--- config.mk ---
export PLATFORM = sky130hd
export DESIGN_NAME = boot_string_key_value_parser_flat
export DESIGN_NICKNAME = d
export VERILOG_FILES = /design/src/rtl/core/bskv_pkg.sv /design/src/rtl/core/bskv_if.sv /design/src/rtl/core/bskv_name_cmp.sv /design/src/rtl/core/boot_string_key_value_parser.sv /design/src/flat_wrapper.sv
export SDC_FILE = /design/constraint.sdc
export NUM_CORES = 1
export LEC_CHECK = 0
export ABC_AREA = 1
export ABC_CLOCK_PERIOD_IN_PS = 2100
export BUFFER_PORTS_ARGS = -buffer_cell sky130_fd_sc_hd__buf_2
export CORE_ASPECT_RATIO = 0.8
export CORE_MARGIN = 2
export CORE_UTILIZATION = 51
export DETAILED_ROUTE_END_ITERATION = 8
export GPL_ROUTABILITY_DRIVEN = 0
export HOLD_SLACK_MARGIN = 0.03
export PLACE_DENSITY = 0.81
export SLEW_MARGIN = 20
export SYNTH_ARGS = -nofsm -noshare
export SYNTH_HDL_FRONTEND = slang
export SYNTH_SLANG_ARGS = --single-unit
export TNS_END_PERCENT = 100
--- constraint.sdc ---
create_clock -name clock -period 2.1 [get_ports clock]
set_input_delay 0.21 -clock clock [delete_from_list [all_inputs] [get_ports clock]]
set_output_delay 0.21 -clock clock [all_outputs]
set_load 0.1 [all_outputs]
--- src/rtl/core/bskv_pkg.sv ---
package bskv_pkg;

   // Character codes the tokenizer reacts to
   localparam logic [7:0] NUL_CH   = 8'h00;
   localparam logic [7:0] EQUAL_CH = 8'h3D;
   localparam logic [7:0] QUOTE_CH = 8'h27;
   localparam logic [7:0] SPACE_CH = 8'h20;
   localparam logic [7:0] TAB_CH   = 8'h09;
   localparam logic [7:0] CR_CH    = 8'h0D;

   // Role codes reported with each byte
   localparam logic [1:0] ROLE_SKIP    = 2'd0;
   localparam logic [1:0] ROLE_NAME    = 2'd1;
   localparam logic [1:0] ROLE_VALUE   = 2'd2;
   localparam logic [1:0] ROLE_IGNORED = 2'd3;

   // Configuration register indexes
   localparam int unsigned CsrIdxW = 8;
   localparam logic [CsrIdxW-1:0] CSR_LOOKUP_ENABLE      = 8'd0;
   localparam logic [CsrIdxW-1:0] CSR_WANTED_NAME        = 8'd1;
   localparam logic [CsrIdxW-1:0] CSR_WANTED_NAME_LENGTH = 8'd2;

   localparam logic [7:0]  NAME_CNT_MAX  = 8'hFF;
   localparam logic [11:0] VALUE_CNT_MAX = 12'hFFF;

   typedef struct packed {
      logic [7:0] byte_in;
      logic       last_byte;
   } req_payload_type;

   typedef struct packed {
      logic [7:0]  byte_out;
      logic [1:0]  role;
      logic        pair_end;
      logic        name_matches;
      logic [7:0]  name_length;
      logic [11:0] value_length;
      logic        stopped;
      logic        found;
   } rsp_payload_type;

endpackage

--- src/rtl/core/bskv_if.sv ---
interface bskv_req_if;
   logic                      valid;
   logic                      ready;
   bskv_pkg::req_payload_type payload;

   modport source (output valid, output payload, input ready);
   modport sink   (input valid, input payload, output ready);
endinterface

interface bskv_rsp_if;
   logic                      valid;
   logic                      ready;
   bskv_pkg::rsp_payload_type payload;

   modport source (output valid, output payload, input ready);
   modport sink   (input valid, input payload, output ready);
endinterface

--- src/rtl/core/bskv_name_cmp.sv ---
module bskv_name_cmp #(
   parameter int unsigned MAX_NAME_BYTES = 8
) (
   input  logic [7:0]  name_index,
   input  logic [7:0]  name_byte,
   input  logic [63:0] wanted_name,
   input  logic [3:0]  wanted_length,
   output logic [3:0]  wanted_length_sat,
   output logic        byte_hit
);
   import bskv_pkg::*;

   localparam logic [3:0] MaxLen = 4'(MAX_NAME_BYTES);

   logic [7:0] wanted_byte;

   // Clamp the wanted length to the supported name size
   assign wanted_length_sat = (wanted_length > MaxLen) ? MaxLen : wanted_length;

   // Pick the wanted byte at this name position; positions past the length never hit
   assign wanted_byte = wanted_name[{name_index[2:0], 3'b000} +: 8];
   assign byte_hit    = (name_index < {4'd0, wanted_length_sat})
                        && (wanted_byte == name_byte);

endmodule

--- src/rtl/core/boot_string_key_value_parser.sv ---
// Boot-parameter string tokenizer. Feed one byte of the region per req beat,
// with last_byte on the final byte; every req beat yields exactly one rsp beat
// carrying the byte, its role and, on the byte that closes a NAME=value or
// NAME='value' pair, the saturated name and value lengths and a name match flag.
// The parse state is registered per accepted byte, and a new byte is accepted
// every clock while the result register can drain; the rsp beat appears in the
// cycle after its req beat is taken. The result register holds a waiting beat
// until rsp is ready and takes the next byte as it drains. After the last byte, all
// parse state returns to its reset value. There is no clearing pass after reset.
module boot_string_key_value_parser #(
   parameter int unsigned MAX_NAME_BYTES = 8
) (
   input  logic                            clock,
   input  logic                            reset,
   bskv_req_if.sink                        req_chan,
   bskv_rsp_if.source                      rsp_chan,
   input  logic                            csr_wr_en,
   input  logic [bskv_pkg::CsrIdxW-1:0]    csr_index,
   input  logic [63:0]                     csr_wr_data
);
   import bskv_pkg::*;

   typedef enum logic [1:0] {
      PH_SKIP,
      PH_NAME,
      PH_VSTART,
      PH_VALUE
   } phase_type;

   // Configuration registers
   logic        lookup_enable_ff;
   logic [63:0] wanted_name_ff;
   logic [3:0]  wanted_length_ff;

   // Parse state
   phase_type   phase_ff, phase_in;
   logic        in_quotes_ff, in_quotes_in;
   logic        name_eq_ff, name_eq_in;
   logic [7:0]  name_cnt_ff, name_cnt_in;
   logic [11:0] value_cnt_ff, value_cnt_in;
   logic        stop_ff, stop_in;
   logic        found_ff, found_in;

   // Result register
   logic            rsp_valid_ff;
   rsp_payload_type rsp_ff, rsp_in;

   logic       req_take;
   logic [7:0] b;
   logic       last;
   logic       start_name;
   logic [7:0] name_base;
   logic [3:0] wl_sat;
   logic       byte_hit;
   logic [11:0] value_inc;
   logic       match;
   logic       finish;

   assign req_take = req_chan.valid && req_chan.ready;
   assign b        = req_chan.payload.byte_in;
   assign last     = req_chan.payload.last_byte;

   // Accept while the result register is empty or draining
   assign req_chan.ready = !rsp_valid_ff || rsp_chan.ready;
   assign rsp_chan.valid   = rsp_valid_ff;
   assign rsp_chan.payload = rsp_ff;

   // A name starting from the skip phase compares from position zero
   assign start_name = (phase_ff == PH_SKIP);
   assign name_base  = start_name ? 8'd0 : name_cnt_ff;

   bskv_name_cmp #(
      .MAX_NAME_BYTES (MAX_NAME_BYTES)
   ) u_name_cmp (
      .name_index        (name_base),
      .name_byte         (b),
      .wanted_name       (wanted_name_ff),
      .wanted_length     (wanted_length_ff),
      .wanted_length_sat (wl_sat),
      .byte_hit          (byte_hit)
   );

   assign value_inc = (value_cnt_ff == VALUE_CNT_MAX) ? value_cnt_ff
                                                      : value_cnt_ff + 12'd1;
   assign match     = name_eq_ff && (name_cnt_ff == {4'd0, wl_sat});

   // Work out the next parse state and the result for this beat
   always_comb begin
      logic [7:0] term;
      phase_in     = phase_ff;
      in_quotes_in = in_quotes_ff;
      name_eq_in   = name_eq_ff;
      name_cnt_in  = name_cnt_ff;
      value_cnt_in = value_cnt_ff;
      stop_in      = stop_ff;
      found_in     = found_ff;
      finish       = 1'b0;
      term         = in_quotes_ff ? QUOTE_CH : SPACE_CH;

      rsp_in              = '0;
      rsp_in.byte_out     = b;
      rsp_in.role         = ROLE_SKIP;

      if (stop_ff) begin
         rsp_in.role = ROLE_IGNORED;
      end else if (phase_ff == PH_SKIP || phase_ff == PH_NAME) begin
         if (b == NUL_CH) begin
            stop_in = 1'b1;
         end else if (b == EQUAL_CH) begin
            if (start_name) begin
               name_cnt_in = 8'd0;
               name_eq_in  = 1'b1;
            end
            phase_in = PH_VSTART;
         end else if (start_name && (b inside {SPACE_CH, [TAB_CH:CR_CH]})) begin
            rsp_in.role = ROLE_SKIP;
         end else begin
            // Name byte: compare and count from the proper base
            phase_in    = PH_NAME;
            name_eq_in  = (start_name || name_eq_ff) && byte_hit;
            name_cnt_in = (name_base == NAME_CNT_MAX) ? name_base : name_base + 8'd1;
            rsp_in.role = ROLE_NAME;
            if (last) begin
               stop_in = 1'b1;
            end
         end
      end else if (phase_ff == PH_VSTART && b == QUOTE_CH) begin
         in_quotes_in = 1'b1;
         phase_in     = PH_VALUE;
      end else begin
         // Value byte; an unquoted value opens here from the start phase
         if (phase_ff == PH_VSTART) begin
            in_quotes_in = 1'b0;
            term         = SPACE_CH;
         end
         phase_in = PH_VALUE;
         if (b == NUL_CH) begin
            finish  = 1'b1;
            stop_in = 1'b1;
         end else if (b == term) begin
            finish = 1'b1;
         end else begin
            value_cnt_in = value_inc;
            rsp_in.role  = ROLE_VALUE;
            finish       = last;
         end
      end

      // Close the pair and clear per-pair state
      if (finish) begin
         rsp_in.pair_end     = 1'b1;
         rsp_in.name_matches = match;
         rsp_in.name_length  = name_cnt_ff;
         rsp_in.value_length = value_cnt_in;
         if (lookup_enable_ff && match) begin
            found_in = 1'b1;
            stop_in  = 1'b1;
         end
         phase_in     = PH_SKIP;
         in_quotes_in = 1'b0;
         name_eq_in   = 1'b1;
         name_cnt_in  = 8'd0;
         value_cnt_in = 12'd0;
      end

      rsp_in.stopped = stop_in;
      rsp_in.found   = found_in;

      // Region end: drop all parse state back to its reset value
      if (last) begin
         phase_in     = PH_SKIP;
         in_quotes_in = 1'b0;
         name_eq_in   = 1'b1;
         name_cnt_in  = 8'd0;
         value_cnt_in = 12'd0;
         stop_in      = 1'b0;
         found_in     = 1'b0;
      end
   end

   // Hold state, configuration and the result register
   always_ff @(posedge clock) begin
      if (req_take) begin
         rsp_ff <= rsp_in;
      end
      if (reset) begin
         lookup_enable_ff <= 1'b0;
         wanted_name_ff   <= 64'd0;
         wanted_length_ff <= 4'd1;
         phase_ff         <= PH_SKIP;
         in_quotes_ff     <= 1'b0;
         name_eq_ff       <= 1'b1;
         name_cnt_ff      <= 8'd0;
         value_cnt_ff     <= 12'd0;
         stop_ff          <= 1'b0;
         found_ff         <= 1'b0;
         rsp_valid_ff     <= 1'b0;
      end else begin
         if (csr_wr_en) begin
            case (csr_index)
               CSR_LOOKUP_ENABLE:      lookup_enable_ff <= csr_wr_data[0];
               CSR_WANTED_NAME:        wanted_name_ff   <= csr_wr_data;
               CSR_WANTED_NAME_LENGTH: wanted_length_ff <= csr_wr_data[3:0];
               default: ;
            endcase
         end
         if (req_take) begin
            phase_ff     <= phase_in;
            in_quotes_ff <= in_quotes_in;
            name_eq_ff   <= name_eq_in;
            name_cnt_ff  <= name_cnt_in;
            value_cnt_ff <= value_cnt_in;
            stop_ff      <= stop_in;
            found_ff     <= found_in;
            rsp_valid_ff <= 1'b1;
         end else if (rsp_chan.ready) begin
            rsp_valid_ff <= 1'b0;
         end
      end
   end

`ifndef SYNTHESIS
   // A pair closes only on a delimiter or a value byte
   a_pair_end_role: assert property (@(posedge clock) disable iff (reset)
      rsp_valid_ff && rsp_ff.pair_end |->
         rsp_ff.role == ROLE_SKIP || rsp_ff.role == ROLE_VALUE)
      else $error("pair end reported on a name or ignored byte");

   // A completed lookup always stops the parse
   a_found_stops: assert property (@(posedge clock) disable iff (reset)
      rsp_valid_ff && rsp_ff.found |-> rsp_ff.stopped)
      else $error("found without stopped");

   // A stalled result beat keeps its byte when a new byte cannot enter
   a_stall_no_take: assert property (@(posedge clock) disable iff (reset)
      rsp_valid_ff && !rsp_chan.ready |-> !req_take)
      else $error("byte accepted over a stalled result");

   // Reset empties the result register
   a_reset_empty: assert property (@(posedge clock)
      reset |=> !rsp_valid_ff)
      else $error("result valid after reset");
`endif

endmodule

--- src/flat_wrapper.sv ---
// flat-port wrapper written by rule: the top's interface ports become plain ports
module boot_string_key_value_parser_flat import bskv_pkg::*;
#(
   parameter int unsigned MAX_NAME_BYTES = 8
)
  (clock, reset, csr_wr_en, csr_index, csr_wr_data, req_chan_valid, req_chan_payload, req_chan_ready, rsp_chan_valid, rsp_chan_payload, rsp_chan_ready);
  bskv_req_if req_chan_i ();
  bskv_rsp_if rsp_chan_i ();
  input  logic clock;
  input  logic reset;
  input  logic csr_wr_en;
  input  logic [bskv_pkg::CsrIdxW-1:0] csr_index;
  input  logic [63:0] csr_wr_data;
  input wire logic [$bits(req_chan_i.valid)-1:0] req_chan_valid;
  input wire logic [$bits(req_chan_i.payload)-1:0] req_chan_payload;
  output wire logic [$bits(req_chan_i.ready)-1:0] req_chan_ready;
  output wire logic [$bits(rsp_chan_i.valid)-1:0] rsp_chan_valid;
  output wire logic [$bits(rsp_chan_i.payload)-1:0] rsp_chan_payload;
  input wire logic [$bits(rsp_chan_i.ready)-1:0] rsp_chan_ready;
  assign req_chan_i.valid = req_chan_valid;
  assign req_chan_i.payload = req_chan_payload;
  assign req_chan_ready = req_chan_i.ready;
  assign rsp_chan_valid = rsp_chan_i.valid;
  assign rsp_chan_payload = rsp_chan_i.payload;
  assign rsp_chan_i.ready = rsp_chan_ready;
  boot_string_key_value_parser #(.MAX_NAME_BYTES(MAX_NAME_BYTES)) u_core (.clock(clock), .reset(reset), .req_chan(req_chan_i), .rsp_chan(rsp_chan_i), .csr_wr_en(csr_wr_en), .csr_index(csr_index), .csr_wr_data(csr_wr_data));
endmodule
==> run summary <==
The footprint of the multi-input gates came out at 3050 um2. 0 antenna diodes ended up in the layout. In the final routed layout, each cell accounts on average for between 10 and 15 um. The count of clock tree sinks came out at 130. The number of global-route vias before repair was 5919. The maximum frequency from static timing analysis is 0.499 GHz. Walking the worst path, the cells encountered are dlygate4sd3_1, buf_2, inv_1, nand2_2, inv_2, nand3_2, o21a_1, a21oi_4, o21ai_4, nand2_4, nor2_1, a21oi_1, nor2_1. The critical path contains buffers and inverters numbering 4 combined. The worst setup path is captured at a flip-flop. The number of nets produced by synthesis came out at 993. The total leakage power came out at 3.78 nW. The H-tree generated during clock tree synthesis spans 4 levels. The number of cells on the critical path is 13. The internal power of the cells totals about 4.7 mW.

STA classifies the critical path startpoint as a primary input. For this block, the initial DRC count from the detailed router was 842. The kind of cell with the highest combined delay along the critical path is compound AO/OA/AOI/OAI gates. Setup violations remaining at the end of the flow were counted as 0. The number of vias in the routed layout is 6593. The worst setup path is of the primary input to flip-flop kind.

Summing all placed instances gives a cell area of roughly 7500 um2. The placeable core area is 12700 um2. The final period demand of the worst path came out at 2.00 ns.

After synthesis, the largest area contributor takes up 29.2% of total cell area. The placement-stage worst setup slack came out at about 0.047 ns. The mapped netlist covers 6590 um2. The count of antenna-violating nets left after detailed routing is 0.

The clock-pin transition on the worst setup and hold timing paths came out at 0.06 ns. The via density per instance is 5.34. The number of iterations in the first detailed-routing pass came out at 7. The maximum ir drop on the vdd rail came out at a little over 700 uV. Compared with the post-synthesis result, the final layout area differs by 27.5%. The deepest clock path buffer count is 2. The global-route congestion overflow total is 0.

Setup repair after global routing could not meet its margin everywhere. The total of max-cap violations is 0. After floorplanning, the core was divided into 37 placement rows.

After synthesis, the mean cell area works out to approximately 7.3 um2. For the worst setup path, the data arrival time is roughly 2.3 ns. The post-route fraction of the period consumed by the critical path came out at between 90 and 100%. The number of antenna violations at the first check in global routing is 0.

The wire length reported by the detailed router is 17800 um. The class of the worst hold path is primary input to flip-flop. The final cell utilization of the core is between 60% and 70%. For the worst flop-to-flop path, the logic depth is 13. The clock insertion delay at the later pin of the skew report is 0.42 ns. In the post-synthesis netlist, the biggest area contributors are dfxtp_1 29%, edfxtp_1 15%, nand2_1 10%, nor2_1 8.0%, a211oi_1 7.3%.

The number of enable-type register cells in the synthesized netlist came out at 34. The combined global-route utilization of all metal layers is ~26%. At the pin with the least slew margin, the transition time is 0.483 ns. The power consumption is 6.45 mW. The starting density of the core came out at about half. The data required time of the worst path came out at about 2.4 ns. The total of buffers placed on input and output ports came out at 121.

TritonCTS built the clock tree. The HPWL reported at the end of detailed placement is 12000 um. Registers are responsible for 41.2% of the overall power. The critical path launch point is req_chan_payload[8]. The setup check on the worst reg-to-reg path leaves a slack of between 0.1 and 0.15 ns. The power per unit of standard cell area is 767 nW/um2. The clock root buffer is clkbuf_16. The run finished with clean final reports. The maximum single-stage delay on the critical path came out at 0.55 ns. The residual DRC count is 0. The sequential area share after synthesis is approximately 45%. The count of fill cells added during filler insertion came out at 1027. The sequential cells in the finished layout cover a total of 2960 um2. Of all cell types, the one taking the most synthesized area is dfxtp_1. The die is 131 um wide. The summed negative setup slack over all endpoints came out at 0 ns.

The final non-filler cell area is 8410 um2. In the final layout, the share of cells above drive strength 1 is between 20% and 30%. The most numerous cell type found on the critical path is nor2_1. The largest clock skew in the final design came out at 0.0146 ns. The first-pass GRT wire length is 28600 um. In this run the tightest slew margin relative to its limit is 67.8%. The warning count from the yosys run came out at 0.

The worst register-to-register path ends at u_core.name_cnt_ff[2]$_SDFFE_PP0P_. The instance count of the mapped netlist came out at 902. In this run the power spent charging and discharging nets is 1.71 mW. The number of hold violations in the final report came out at 0. The number of pins exceeding their max-slew limit in the final report was 0. Buffers inserted during clock tree synthesis total 17.

In this run, the clock network consumes 46.9% of the power. Per report_power, the combinational group accounts for roughly an eighth of the total. The floorplan step set the die height to 106 um. The maximum number of pins on one net before global-route repair came out at 62. The I/O pin count came out at 122.

The worst-path cell with the longest stage delay is dlygate4sd3_1. The number of nets in the layout came out at 1137. In this run the worst setup path terminates at u_core.name_cnt_ff[5]$_SDFFE_PP0P_. The top flip-flop cell by instance count after synthesis is dfxtp_1. The switching fraction of total power is 26.5%. The count of distinct cell types in the synthesized netlist is 37.

Counting flops with an async set or reset pin after synthesis yields a share of 0%. Of all nets on the critical path, the largest fanout is 7. The number of synthesized register bits is 130. The die area came out at 13900 um2. The worst path meets setup with 0.0968 ns of slack. The reg-to-reg critical path startpoint is u_core.phase_ff[0]$_SDFFE_PP0P_.
==> layer usage <==
| layer | wire, um | share of wire, % | track usage [%] |
|---|---|---|---|
| met1 | 8050 | 45 | 36.5 |
| met2 | 7790 | 44 | 38.6 |
| met3 | 1580 | 8.9 | 4.91 |
| met4 | 388 | 2.2 | 10.6 |
| met5 | 0 | 0 | 0 |
==> power by group through the flow <==
stage          sequential [mW]  clock [mW]  combinational (mW)
6_report                  2.66        3.02               0.769
2_1_floorplan             2.94           0               0.265
3_5_place_dp              2.71           0               0.721
5_1_grt                   2.66        3.16               0.820
3_3_place_gp              2.71           0               0.716
4_1_cts                   2.66        3.03               0.743
==> worst register-to-register path: stages (launching register included) <==
cell and delay, ns:
dfxtp_2 0.41, inv_2 0.05, nand2_1 0.08, nand2_1 0.09
inv_2 0.11, ha_1 0.19, nand3_2 0.13, nor2_4 0.15
nand2_2 0.10, nand3_1 0.10, xor2_1 0.16, nor2_1 0.06
o21ai_0 0.17, a21oi_1 0.07
==> Yosys cell counts (all sizes together), types with 5 or more instances <==
| cell type | instances |
|---|---|
| nand2 | 189 |
| nor2 | 149 |
| inv | 129 |
| dfxtp | 96 |
| nand3 | 80 |
| a211oi | 65 |
| a21oi | 43 |
| edfxtp | 34 |
| o21ai | 28 |
| buf | 25 |
| clkbuf | 19 |
| xor2 | 9 |
| nand4 | 8 |
| ha | 5 |
| nor3 | 5 |
==> registers in the layout, summed over array words and instances (netlist names) <==
register                 flops
u_core.wanted_length_ff      4
u_core.found_ff              1
u_core.value_cnt_ff         12
u_core.lookup_enable_ff      1
u_core.rsp_chan.valid        1
u_core.stop_ff               1
u_core.phase_ff              2
u_core.wanted_name_ff       64
u_core.rsp_chan.payload     34
u_core.in_quotes_ff          1
u_core.name_cnt_ff           8
u_core.name_eq_ff            1
==> cell type report <==
cell class                 count  area share, %
clock buffer                  21           5.36
clock inverter                11           1.83
inverter                     129           5.89
multi-input combinational    600           36.3
sequential                   130           35.2
tap                          175           2.60
timing repair buffer         168           12.8
==> placed cells by master, fill, tap and decap left out, types with 4 or more instances in the layout <==
| master | count |
|---|---|
| nand2_1 | 179 |
| nor2_1 | 138 |
| buf_2 | 121 |
| inv_1 | 118 |
| dfxtp_1 | 90 |
| nand3_1 | 78 |
| a211oi_1 | 64 |
| a21oi_1 | 42 |
| edfxtp_1 | 34 |
| buf_4 | 25 |
| o21ai_0 | 22 |
| clkbuf_16 | 17 |
| dlygate4sd3_1 | 13 |
| xor2_1 | 9 |
| nand4_1 | 8 |
| inv_2 | 8 |
| nor2_2 | 6 |
| nand2_2 | 6 |
| buf_12 | 6 |
| nor2_4 | 5 |
| clkinvlp_4 | 5 |
| nand3b_1 | 4 |
| o21ai_1 | 4 |
| o211ai_1 | 4 |
| nand2_4 | 4 |
| ha_1 | 4 |
| dfxtp_2 | 4 |
==> cell families after synthesis <==
logic type / share of synthesized area (%)
AO/OA/AOI/OAI: 13.9
XOR/XNOR: 1.59
adder cells (fa/ha/maj): 0.949
flip-flops: 44.6
AND/OR/NAND/NOR: 28.4
buffers and inverters: 10.5
==> worst min-delay path by stage <==
| stage | startpoint | endpoint | slack, ns | depth (start not counted) |
|---|---|---|---|---|
| floorplan | req_chan_payload[1] | u_core.rsp_chan.payload[26]$_DFFE_PP_ | 0.31 | 0 |
| finish | csr_wr_data[17] | u_core.wanted_name_ff[17]$_SDFFE_PP0P_ | 0.04 | 3 |
| CTS | csr_wr_data[10] | u_core.wanted_name_ff[10]$_SDFFE_PP0P_ | 0.03 | 3 |
| detailed placement | req_chan_payload[7] | u_core.rsp_chan.payload[32]$_DFFE_PP_ | 0.45 | 1 |
| global route | csr_wr_data[52] | u_core.wanted_name_ff[52]$_SDFFE_PP0P_ | 0.03 | 3 |
| global placement | req_chan_payload[7] | u_core.rsp_chan.payload[32]$_DFFE_PP_ | 0.45 | 1 |
==> through the flow <==
step           cells  hold WS (ns)
2_1_floorplan    902         0.309
3_3_place_gp    1179         0.448
3_5_place_dp    1179         0.454
4_1_cts         1224        0.0303
5_1_grt         1234        0.0333
6_report        1234        0.0395
==> what timing repair did <==
item,CTS,global route
setup buffers,0,9
cloned,0,1
hold buffers,13,0
endpoints found under the hold margin,13,0
gates resized for setup,1,27
endpoints found under the setup margin,1,31
pin swaps,0,8
(Power assumes the default switching activity.)
